File: src/sv/tia_pkg.sv
`timescale 1ns / 1ps

package tia_pkg;

  localparam int SAMPLE_W = 14;
  localparam int LEVEL_W  = 4;
  localparam int PERIOD_W = 7;

  typedef enum logic [1:0] {
    KIND_TICK = 2'd0,
    KIND_CTRL = 2'd1,
    KIND_FREQ = 2'd2,
    KIND_VOL  = 2'd3
  } kind_t;

  localparam logic [1:0] STEREO_RAW   = 2'd0;
  localparam logic [1:0] STEREO_BLEND = 2'd1;
  localparam logic [1:0] STEREO_MONO  = 2'd2;

  localparam logic [3:0] MODE_HOLD_A   = 4'd0;
  localparam logic [3:0] MODE_P15      = 4'd1;
  localparam logic [3:0] MODE_P15_DIV  = 4'd2;
  localparam logic [3:0] MODE_P15_POLY = 4'd3;
  localparam logic [3:0] MODE_DIV_A    = 4'd6;
  localparam logic [3:0] MODE_POLY_A   = 4'd7;
  localparam logic [3:0] MODE_NOISE    = 4'd8;
  localparam logic [3:0] MODE_POLY_B   = 4'd9;
  localparam logic [3:0] MODE_DIV_B    = 4'd10;
  localparam logic [3:0] MODE_HOLD_B   = 4'd11;
  localparam logic [3:0] DIV3_MODE     = 4'd12;
  localparam logic [3:0] MODE_DIV_C    = 4'd14;
  localparam logic [3:0] MODE_POLY_C   = 4'd15;

  localparam logic [14:0] P15_RESET    = 15'h143b;
  localparam logic [30:0] P31DIV_RESET = 31'h7ffc0000;
  localparam logic [30:0] P31POL_RESET = 31'h167c6ea1;
  localparam logic [31:0] NOISE_RESET  = 32'h00001000;
  localparam logic [31:0] NOISE_TAPS   = 32'h0000002d;

  typedef struct packed {
    logic       tick;
    logic       wr_ctrl;
    logic       wr_freq;
    logic       wr_vol;
    logic [7:0] value;
  } chan_cmd_t;

  // floor(p / 3) for 7-bit p via reciprocal multiply
  function automatic logic [PERIOD_W-1:0] div3(input logic [PERIOD_W-1:0] p);
    logic [15:0] prod;
    prod = 16'(p) * 16'd171;
    return prod[15:9];
  endfunction

endpackage

File: src/sv/tia_two_channel_audio_generator.sv
`timescale 1ns / 1ps
// a tick passes the input stage, then its sample pair is registered in the result stage
// one item per cycle unless stalled; a register write leaves the input stage next cycle
// a tick stalls in the input stage only while an unread sample pair is held
// reset (rst, synchronous): patterns to their seed values, other channel state
// to zero, stereo_mode to blend, both pipeline stages empty

module tia_two_channel_audio_generator (
  input  logic                          clk,
  input  logic                          rst,
  input  logic                          in_valid,
  output logic                          in_ready,
  input  logic [1:0]                    kind,
  input  logic                          channel,
  input  logic [7:0]                    value,
  output logic                          out_valid,
  input  logic                          out_ready,
  output logic [tia_pkg::SAMPLE_W-1:0]  left_sample,
  output logic [tia_pkg::SAMPLE_W-1:0]  right_sample,
  input  logic                          cfg_valid,
  output logic                          cfg_ready,
  input  logic [1:0]                    cfg_data
);
  import tia_pkg::*;

  logic               s1_valid;
  kind_t              s1_kind;
  logic               s1_channel;
  logic [7:0]         s1_value;
  logic               s1_tick;
  logic               out_free;
  logic               s1_advance;
  logic               tick_fire;
  logic [1:0]         stereo_mode;
  chan_cmd_t          cmd [2];
  logic [LEVEL_W-1:0] lvl [2];
  logic [SAMPLE_W-1:0] mix_left, mix_right;

  assign s1_tick    = s1_valid && (s1_kind == KIND_TICK);
  assign out_free   = !out_valid || out_ready;
  assign s1_advance = s1_valid && (!s1_tick || out_free);
  assign tick_fire  = s1_tick && out_free;
  assign in_ready   = !s1_valid || s1_advance;
  assign cfg_ready  = 1'b1;

  // input stage
  always_ff @(posedge clk) begin
    if (rst) begin
      s1_valid <= 1'b0;
    end else if (in_ready) begin
      s1_valid <= in_valid;
    end
  end

  always_ff @(posedge clk) begin
    if (in_valid && in_ready) begin
      s1_kind    <= kind_t'(kind);
      s1_channel <= channel;
      s1_value   <= value;
    end
  end

  always_ff @(posedge clk) begin
    if (rst) begin
      stereo_mode <= STEREO_BLEND;
    end else if (cfg_valid && cfg_ready) begin
      stereo_mode <= cfg_data;
    end
  end

  for (genvar i = 0; i < 2; i++) begin : g_chan
    always_comb begin
      cmd[i].tick    = tick_fire;
      cmd[i].wr_ctrl = s1_valid && (s1_kind == KIND_CTRL) && (s1_channel == 1'(i));
      cmd[i].wr_freq = s1_valid && (s1_kind == KIND_FREQ) && (s1_channel == 1'(i));
      cmd[i].wr_vol  = s1_valid && (s1_kind == KIND_VOL) && (s1_channel == 1'(i));
      cmd[i].value   = s1_value;
    end

    tia_chan u_chan (
      .clk        (clk),
      .rst        (rst),
      .cmd        (cmd[i]),
      .tick_level (lvl[i])
    );
  end

  tia_mix u_mix (
    .lvl_left    (lvl[0]),
    .lvl_right   (lvl[1]),
    .stereo_mode (stereo_mode),
    .mix_left    (mix_left),
    .mix_right   (mix_right)
  );

  // result stage
  always_ff @(posedge clk) begin
    if (rst) begin
      out_valid <= 1'b0;
    end else if (tick_fire) begin
      out_valid <= 1'b1;
    end else if (out_ready) begin
      out_valid <= 1'b0;
    end
  end

  always_ff @(posedge clk) begin
    if (tick_fire) begin
      left_sample  <= mix_left;
      right_sample <= mix_right;
    end
  end

`ifndef NO_ASSERTIONS
  a_stall_only_on_full: assert property (@(posedge clk) disable iff (rst)
    (s1_valid && !s1_advance) |-> (out_valid && !out_ready))
    else $error("input stage stalled without a held result");

  a_tick_gives_result: assert property (@(posedge clk) disable iff (rst)
    tick_fire |=> out_valid)
    else $error("tick transfer did not produce a result");

  a_sample_range: assert property (@(posedge clk) disable iff (rst)
    out_valid |-> (left_sample <= 14'd9600 && right_sample <= 14'd9600))
    else $error("sample out of range");
`endif

endmodule

File: src/sv/tia_chan.sv
`timescale 1ns / 1ps

module tia_chan (
  input  logic                         clk,
  input  logic                         rst,
  input  tia_pkg::chan_cmd_t           cmd,
  output logic [tia_pkg::LEVEL_W-1:0]  tick_level
);
  import tia_pkg::*;

  logic [3:0]          mode, mode_next;
  logic [PERIOD_W-1:0] period, period_next;
  logic [LEVEL_W-1:0]  level, level_next;
  logic [PERIOD_W-1:0] countdown, countdown_next;
  logic [LEVEL_W-1:0]  cur_level, cur_level_next;
  logic [14:0]         p15, p15_next;
  logic [30:0]         p31div, p31div_next;
  logic [30:0]         p31pol, p31pol_next;
  logic [31:0]         noise, noise_next;

  always_comb begin
    logic [PERIOD_W-1:0] fp;
    logic                hit;
    mode_next      = mode;
    period_next    = period;
    level_next     = level;
    countdown_next = countdown;
    cur_level_next = cur_level;
    p15_next       = p15;
    p31div_next    = p31div;
    p31pol_next    = p31pol;
    noise_next     = noise;
    fp             = PERIOD_W'({2'b00, cmd.value[4:0]} + 7'd1);
    hit            = 1'b0;

    if (cmd.wr_ctrl) begin
      if (cmd.value[3:0] >= DIV3_MODE) begin
        if (mode < DIV3_MODE) begin
          period_next = PERIOD_W'(9'(period) * 9'd3);
        end
      end else if (mode >= DIV3_MODE) begin
        period_next = div3(period);
      end
      mode_next = cmd.value[3:0];
    end

    if (cmd.wr_freq) begin
      if (mode >= DIV3_MODE) begin
        period_next = PERIOD_W'(9'(fp) * 9'd3);
      end else begin
        period_next = fp;
      end
    end

    if (cmd.wr_vol) begin
      level_next = cmd.value[3:0];
    end

    if (cmd.tick) begin
      if (mode == MODE_HOLD_A || mode == MODE_HOLD_B) begin
        cur_level_next = level;
      end else if (countdown > PERIOD_W'(1)) begin
        countdown_next = countdown - PERIOD_W'(1);
      end else begin
        countdown_next = period;
        case (mode)
          MODE_P15: begin
            hit      = p15[0];
            p15_next = {p15[0], p15[14:1]};
          end
          MODE_P15_DIV: begin
            hit         = p15[0] & p31div[0];
            p15_next    = {p15[0], p15[14:1]};
            p31div_next = {p31div[0], p31div[30:1]};
          end
          MODE_P15_POLY: begin
            hit         = p15[0] & p31pol[0];
            p15_next    = {p15[0], p15[14:1]};
            p31pol_next = {p31pol[0], p31pol[30:1]};
          end
          MODE_DIV_A, MODE_DIV_B, MODE_DIV_C: begin
            hit         = p31div[0];
            p31div_next = {p31div[0], p31div[30:1]};
          end
          MODE_POLY_A, MODE_POLY_B, MODE_POLY_C: begin
            hit         = p31pol[0];
            p31pol_next = {p31pol[0], p31pol[30:1]};
          end
          MODE_NOISE: begin
            hit        = noise[31];
            noise_next = {noise[30:0], 1'b0} ^ (noise[31] ? NOISE_TAPS : 32'd0);
          end
          default: begin
            hit = (cur_level == '0);
          end
        endcase
        cur_level_next = hit ? level : '0;
      end
    end
  end

  assign tick_level = cur_level_next;

  always_ff @(posedge clk) begin
    if (rst) begin
      mode      <= MODE_HOLD_A;
      period    <= '0;
      level     <= '0;
      countdown <= '0;
      cur_level <= '0;
      p15       <= P15_RESET;
      p31div    <= P31DIV_RESET;
      p31pol    <= P31POL_RESET;
      noise     <= NOISE_RESET;
    end else begin
      mode      <= mode_next;
      period    <= period_next;
      level     <= level_next;
      countdown <= countdown_next;
      cur_level <= cur_level_next;
      p15       <= p15_next;
      p31div    <= p31div_next;
      p31pol    <= p31pol_next;
      noise     <= noise_next;
    end
  end

endmodule

File: src/sv/tia_mix.sv
`timescale 1ns / 1ps

module tia_mix (
  input  logic [tia_pkg::LEVEL_W-1:0]  lvl_left,
  input  logic [tia_pkg::LEVEL_W-1:0]  lvl_right,
  input  logic [1:0]                   stereo_mode,
  output logic [tia_pkg::SAMPLE_W-1:0] mix_left,
  output logic [tia_pkg::SAMPLE_W-1:0] mix_right
);
  import tia_pkg::*;

  logic [SAMPLE_W-1:0] a, b, sum;

  assign a   = SAMPLE_W'(lvl_left);
  assign b   = SAMPLE_W'(lvl_right);
  assign sum = a + b;

  always_comb begin
    case (stereo_mode)
      STEREO_RAW: begin
        mix_left  = a << 9;
        mix_right = b << 9;
      end
      STEREO_MONO: begin
        mix_left  = SAMPLE_W'(sum * SAMPLE_W'(320));
        mix_right = SAMPLE_W'(sum * SAMPLE_W'(320));
      end
      default: begin
        mix_left  = SAMPLE_W'(a * SAMPLE_W'(384) + b * SAMPLE_W'(256));
        mix_right = SAMPLE_W'(a * SAMPLE_W'(256) + b * SAMPLE_W'(384));
      end
    endcase
  end

endmodule
File: config.mk
export PLATFORM = sky130hd
export DESIGN_NAME = tia_two_channel_audio_generator
export DESIGN_NICKNAME = d
export VERILOG_FILES = /design/src/sv/tia_pkg.sv /design/src/sv/tia_two_channel_audio_generator.sv /design/src/sv/tia_chan.sv /design/src/sv/tia_mix.sv
export SDC_FILE = /design/constraint.sdc
export NUM_CORES = 1
export LEC_CHECK = 0
export BUFFER_PORTS_ARGS = -buffer_cell sky130_fd_sc_hd__buf_2
export CAP_MARGIN = 25
export CORE_MARGIN = 5
export CORE_UTILIZATION = 60
export CTS_CLUSTER_DIAMETER = 200
export DETAILED_ROUTE_END_ITERATION = 12
export HOLD_SLACK_MARGIN = 0.12
export PLACE_DENSITY = 0.77
export SYNTH_ARGS = -nofsm -noshare
export SYNTH_HDL_FRONTEND = slang
export SYNTH_SLANG_ARGS = --single-unit
File: constraint.sdc
create_clock -name clk -period 11.6 [get_ports clk]
set_input_delay 2.32 -clock clk [delete_from_list [all_inputs] [get_ports clk]]
set_output_delay 2.32 -clock clk [all_outputs]
set_load 0.05 [all_outputs]
==> results of run 1 <==
==> routing by layer <==
| layer | global-route usage (%) | up-vias | wire length (microns) |
|---|---|---|---|
| met5 | 0 | - | 0 |
| met4 | 5.40 | 0 | 659 |
| met3 | 2.84 | 54 | 1340 |
| met2 | 33.6 | 221 | 13700 |
| met1 | 27.5 | 5450 | 13400 |
| li1 | - | 5937 | - |
==> worst max-delay path, stage by stage <==
cell and delay, ns:
buf_2 0.09, nand2b_1 0.11, nand2_1 0.26, inv_1 0.18, o211ai_1 0.10, o2bb2ai_1 0.76, inv_1 0.27, xnor2_1 0.20
ha_1 0.23, a31oi_4 0.20, xnor2_1 0.19, ha_1 0.30, ha_1 0.30, a21o_1 0.19, a21oi_1 0.19, xnor2_1 0.12
a221o_1 0.35
==> per-stage QoR <==
stage	hold slack, ns	worst slack, ns	power [mW]
global placement	0.435	5.13	1.17
detailed placement	0.442	5.03	1.17
floorplan	0.432	5.38	1.15
CTS	0.440	5.63	2.13
finish	0.444	5.54	2.11
global route	0.461	5.30	2.19
==> logic make-up (layout without fill, tap and decap cells) <==
| logic type | Yosys count | count (layout) | synth area share [%] |
|---|---|---|---|
| other | 2 | 13 | 0.0500 |
| multiplexers | 23 | 23 | 1.59 |
| AND/OR/NAND/NOR | 752 | 752 | 22.6 |
| XOR/XNOR | 46 | 46 | 2.68 |
| flip-flops | 297 | 297 | 41.2 |
| adder cells (fa/ha/maj) | 140 | 140 | 12.9 |
| buffers and inverters | 200 | 181 | 5.42 |
| AO/OA/AOI/OAI | 333 | 333 | 13.5 |
==> cells in the final DEF, fill, tap and decap left out, types with 17 or more instances in the layout <==
cell	synthesis	layout
fa_1	26	26
mux2i_1	19	19
buf_2	0	31
a21oi_1	201	201
nand3b_1	77	77
o21ai_0	25	25
nand3_1	17	17
clkbuf_16	0	33
xnor2_1	32	32
inv_1	77	77
nand2_1	477	477
ha_1	112	112
nor2_1	80	80
nor3_1	27	27
edfxtp_1	23	23
dfxtp_1	274	274
==> area by class of cell <==
| type | instances | share of cell area [%] |
|---|---|---|
| Clock inverter | 9 | 0.536 |
| Inverter | 79 | 1.83 |
| Multi-Input combinational cell | 1307 | 49.3 |
| Timing Repair Buffer | 47 | 2.49 |
| Sequential cell | 297 | 37.8 |
| Clock buffer | 46 | 5.53 |
| Tap cell | 324 | 2.48 |
==> power groups by stage <==
| stage | sequential [mW] | clock (mW) | combinational (mW) |
|---|---|---|---|
| 2_1_floorplan | 1.07 | 0 | 0.0838 |
| 3_3_place_gp | 1.07 | 0 | 0.0985 |
| 3_5_place_dp | 1.07 | 0 | 0.101 |
| 4_1_cts | 1.05 | 0.977 | 0.102 |
| 5_1_grt | 1.05 | 1.02 | 0.116 |
| 6_report | 1.05 | 0.955 | 0.105 |
==> path summary, 6_finish.rpt <==
path	start	to
setup / recovery	out_ready	right_sample[12]
hold / removal	g_chan[0].u_chan.noise[18]	g_chan[0].u_chan.noise[19]
setup reg to reg	s1_kind[1]	right_sample[12]
hold reg to reg	g_chan[0].u_chan.noise[18]	g_chan[0].u_chan.noise[19]
==> sequential cells by signal, summed over array words and instances (netlist names), 2 cells and up <==
name and flops:
g_chan.u_chan.countdown 14, right_sample 7, g_chan.u_chan.p31div 62, g_chan.u_chan.period 14, g_chan.u_chan.level 8, g_chan.u_chan.cur_level 8, g_chan.u_chan.p15 30, g_chan.u_chan.p31pol 62
s1_value 5, stereo_mode 2, g_chan.u_chan.noise 64, g_chan.u_chan.mode 8, s1_kind 2, left_sample 8
==> flow_summary.ini, run 1 <==
[grt]
grt_pass1_wl_microns = 50100
grt_max_degree = 168
grt_pass1_vias = 10900
grt_overflow = 0
grt_util_all_layers_pct = 20.1
antenna_found_initial = 0

[die]
dieWidth_microns = 168
coreArea_sq_um = 24500
num_rows = 57
io_pins = 49
die_height_microns = 168
die_area_sq_um = 28300
initial_core_util_pct = 61.3

[critical_path]
cp_data_required_time_ns = 11.91
endpoint_kind = flop
r2r_slack_ns = 6.54
cp_max_fo = 8
worstSetupPathType = input pin to flop
start_kind = input pin
r2r_cells = 16
worstPathArrival_ns = 6.37

[layout]
fill_cells = 1966
nNetsFinal = 1919
layout-drive-gt1-share_pct = 6.78
register_area_sq_um = 6180
fin_area_sq_um = 16300
antenna_cells = 0
finish.utilization_pct = 66.8
multiInputGateArea_sq_um = 8070
layout.cells.non_filler = 2109
syn_to_final_growth_pct = 8.90

[detailed_routing]
routed_wl_microns = 29100
postRouteAntennaNets = 0
drc = 0
vias = 11700
drt_iter0_drc = 838
drt-wirelength-per-cell_microns = 13.8
dr.pass1.iters = 7
vias_per_cell = 5.53

[pwr]
power_per_cell_area_nw_per_um2 = 129
power_frac_comb_pct = 5.0
cellLeakagePower_nw = 6.99
peakVddDrop_mv = 0.135
power.switching_mw = 0.473
internal_power_mw = 1.64
switching_share_pct = 22.4
power_frac_seq_pct = 49.7
power.share.clock_pct = 45.3

[logic_synthesis]
synthDominantCellAreaShare_pct = 36.6
ys_seq_area_share_pct = 41.2
synth_seq_cells = 297
ys_top_cells_by_count = 477 x nand2_1, 274 x dfxtp_1, 201 x a21oi_1
synthTopCellsByArea = dfxtp_1 37%, nand2_1 12%, ha_1 9.3%, a21oi_1 6.7%, edfxtp_1 4.6%
synth_edf_count = 23
ys_types = 79
synthFlopType = dfxtp_1
avgSynthCellArea_sq_um = 8.37
yosys.area.top_type = dfxtp_1
ys_async_sr_fraction_pct = 0
synth_most_common_cell = nand2_1
synthCells = 1793
ys_warn_count = 0
syn_area_sq_um = 15000

[clock_network]
cts.repair.resized = 0
clk_latency_ns = 0.56
cts_tree = yes
cts_buffers = 31
htreeDepth = 1
clk_pin_slew_ns = 0.06
cts-root-buf = clkbuf_16
cts_hold_buffers = 0
post_cts_buffers = 0
cts.sinks = 297
clock_tree.buffer_depth = 3

[placement]
portBuffers = 32
dp.final_hpwl_microns = 19200
dpl_cell_area_sq_um = 15200
gp_congestion = 0.871
dp.cells = 2048

[sta]
setup_violations = 0
worst_pin_slew_ns = 1.09
final-hold-violation-count = 0
skew_ns = 0.0147
post-route-period-util_pct = 52.2
max_freq_mhz = 165
setup_tns_ns = 0
finalMaxSlewViolations = 0
slew_headroom_pct = 26.7
rsz0062_at_grt = false
fin_crit_ns = 6.06

[worst_hold_path]
whs_path_depth = 2
hold_path_class = flop to flop

[flow_run]
max_cap_viol_count = 0

[run_status]
outcome = complete, no violations
Note: power is estimated with default switching activity, not from simulation.
==> run 2, diff against run 1 <==
--- a/config.mk
+++ b/config.mk
@@ -8,7 +8,7 @@
 export BUFFER_PORTS_ARGS = -buffer_cell sky130_fd_sc_hd__buf_2
 export CAP_MARGIN = 25
 export CORE_MARGIN = 5
-export CORE_UTILIZATION = 60
+export CORE_UTILIZATION = 57
 export CTS_CLUSTER_DIAMETER = 200
 export DETAILED_ROUTE_END_ITERATION = 12
 export HOLD_SLACK_MARGIN = 0.12
==> constraint.sdc (replaced) <==
create_clock -name clk -period 5.5 [get_ports clk]
set_input_delay 1.1 -clock clk [delete_from_list [all_inputs] [get_ports clk]]
set_output_delay 1.1 -clock clk [all_outputs]
set_load 0.05 [all_outputs]
==> flow_summary.ini, run 2 (synthesis results as in run 1) <==
[critical_path]
slowest_delay_ns = 0.57
worstSetupPathType = flop to flop
start_kind = flop
cp_max_fo = 9
cp_data_required_time_ns = 5.78
crit_family = simple AND/OR/NAND/NOR gates
crit_top_cell = ha_1
critPathLaunch = g_chan[0].u_chan.countdown[3]
slowest_stage = or4_4
endpoint_kind = flop
path_cells = or4_4, or3_1, a21oi_4, and2b_1, a31oi_1, inv_1, ha_1, o21a_1, nor2_1, a21oi_4, ha_1, ha_1, a21o_1, a21oi_1, xnor2_1, a221o_1
worstPathArrival_ns = 5.25
worst-path-buf-inv = 1
worstReg2RegStart = g_chan[0].u_chan.countdown[3]

[placement]
gp_congestion = 0.864
dp.final_hpwl_microns = 19000
portBuffers = 32
place_ws_ns = 0.489
dpl_cell_area_sq_um = 15200

[die]
die_height_microns = 172
dieWidth_microns = 172
num_rows = 59
die_area_sq_um = 29700
io_pins = 49
initial_core_util_pct = 57.8
coreArea_sq_um = 26000

[run_status]
outcome = complete, no violations

[layout]
syn_to_final_growth_pct = 9.94
largest_registers = g_chan.u_chan.noise: 64 flops, g_chan.u_chan.p31div: 62 flops, g_chan.u_chan.p31pol: 62 flops
register_area_sq_um = 6180
fin_area_sq_um = 16500
fill_cells = 2158
antenna_cells = 0
layout-drive-gt1-share_pct = 7.31
final_common_cell = nand2_1
top_register = g_chan.u_chan.noise
final_cell_mix = 477 x nand2_1, 274 x dfxtp_1, 201 x a21oi_1
finish.utilization_pct = 63.5
nNetsFinal = 1923
multiInputGateArea_sq_um = 8070
largest_reg_flops = 64

[sta]
fin_crit_ns = 4.97
worst_slack_ns = 0.529
post-route-period-util_pct = 90.4
skew_ns = 0.0143
finalMaxSlewViolations = 0
final-hold-violation-count = 0
max_freq_mhz = 201
slew_headroom_pct = 31.1
setup_tns_ns = 0
setup_violations = 0
rsz0062_at_grt = false
worst_pin_slew_ns = 1.03

[grt]
grt_max_degree = 149
grt_util_all_layers_pct = 19.1
antenna_found_initial = 0
grt_overflow = 0
grt_pass1_vias = 10700
grt_pass1_wl_microns = 49100

[pwr]
cellLeakagePower_nw = 7.05
peakVddDrop_mv = 0.255
power_per_cell_area_nw_per_um2 = 278

[clock_network]
cts.sinks = 297
clock_tree.buffer_depth = 3
cts_tree = yes
clk_latency_ns = 0.54
cts-root-buf = clkbuf_16
cts_hold_buffers = 0
clk_pin_slew_ns = 0.06
cts.repair.resized = 0
post_cts_buffers = 0
cts_buffers = 30
htreeDepth = 1

[detailed_routing]
drc = 0
postRouteAntennaNets = 0
drt-wirelength-per-cell_microns = 13.6
vias = 11700
drt_iter0_drc = 763
vias_per_cell = 5.48
dr.pass1.iters = 5
routed_wl_microns = 28900

[worst_hold_path]
hold_path_class = flop to flop
min_from = g_chan[0].u_chan.p31div[10]

[flow_run]
max_cap_viol_count = 0
-- run 2: cell types whose count changed in the layout (fill, tap and decap cells not counted), sizes merged --
| cell | change |
|---|---|
| clkinvlp | +1 |
| inv | -1 |
| clkbuf | -5 |
| bufinv | +4 |
| buf | +4 |
| clkinv | +3 |
-- run 2: power breakdown --
group | switching, mW | total [mW] | internal [mW]
sequential | 0.0237 | 2.21 | 2.19
combinational | 0.138 | 0.213 | 0.0744
clock | 0.835 | 2.16 | 1.32
total | 0.997 | 4.58 | 3.59
-- run 2: path summary, 6_finish.rpt --
| check | slack (ns) | to | depth (start not counted) |
|---|---|---|---|
| worst max-delay path | 0.53 | right_sample[12] | 16 |
| worst min register to register | 0.45 | g_chan[0].u_chan.p31div[9] | 2 |
| worst min-delay path | 0.45 | g_chan[0].u_chan.p31div[9] | 2 |
| worst max register to register | 0.53 | right_sample[12] | 16 |
-- run 2: final cells by class --
| type | count | share of cell area [%] |
|---|---|---|
| Multi-Input combinational cell | 1307 | 48.9 |
| Sequential cell | 297 | 37.4 |
| Clock buffer | 40 | 5.15 |
| Timing Repair Buffer | 52 | 2.84 |
| Tap cell | 335 | 2.54 |
| Inverter | 79 | 1.81 |
| Clock inverter | 16 | 1.33 |
-- run 2: routing by layer --
metal / global-route usage, % / vias to the layer above / wire length (microns)
met4: 4.65 / 0 / 530
met1: 26.6 / 5476 / 13600
met5: 0 / - / 0
li1: - / 5935 / -
met2: 31.7 / 197 / 13600
met3: 2.58 / 46 / 1140
-- run 2: metrics by stage --
| stage | std cells | hold slack (ns) | total power, mW |
|---|---|---|---|
| 3_5_place_dp | 2061 | 0.443 | 2.47 |
| 2_1_floorplan | 1804 | 0.432 | 2.43 |
| 3_3_place_gp | 2058 | 0.436 | 2.46 |
| 5_1_grt | 2126 | 0.468 | 4.75 |
| 4_1_cts | 2117 | 0.445 | 4.62 |
| 6_report | 2126 | 0.447 | 4.58 |
-- run 2: worst min-delay path: cells and delay by family, from the launching register on --
family | cells | cell delay [ns]
compound gates | 1 | 0.05
flops | 1 | 0.31
simple gates | 1 | 0.05
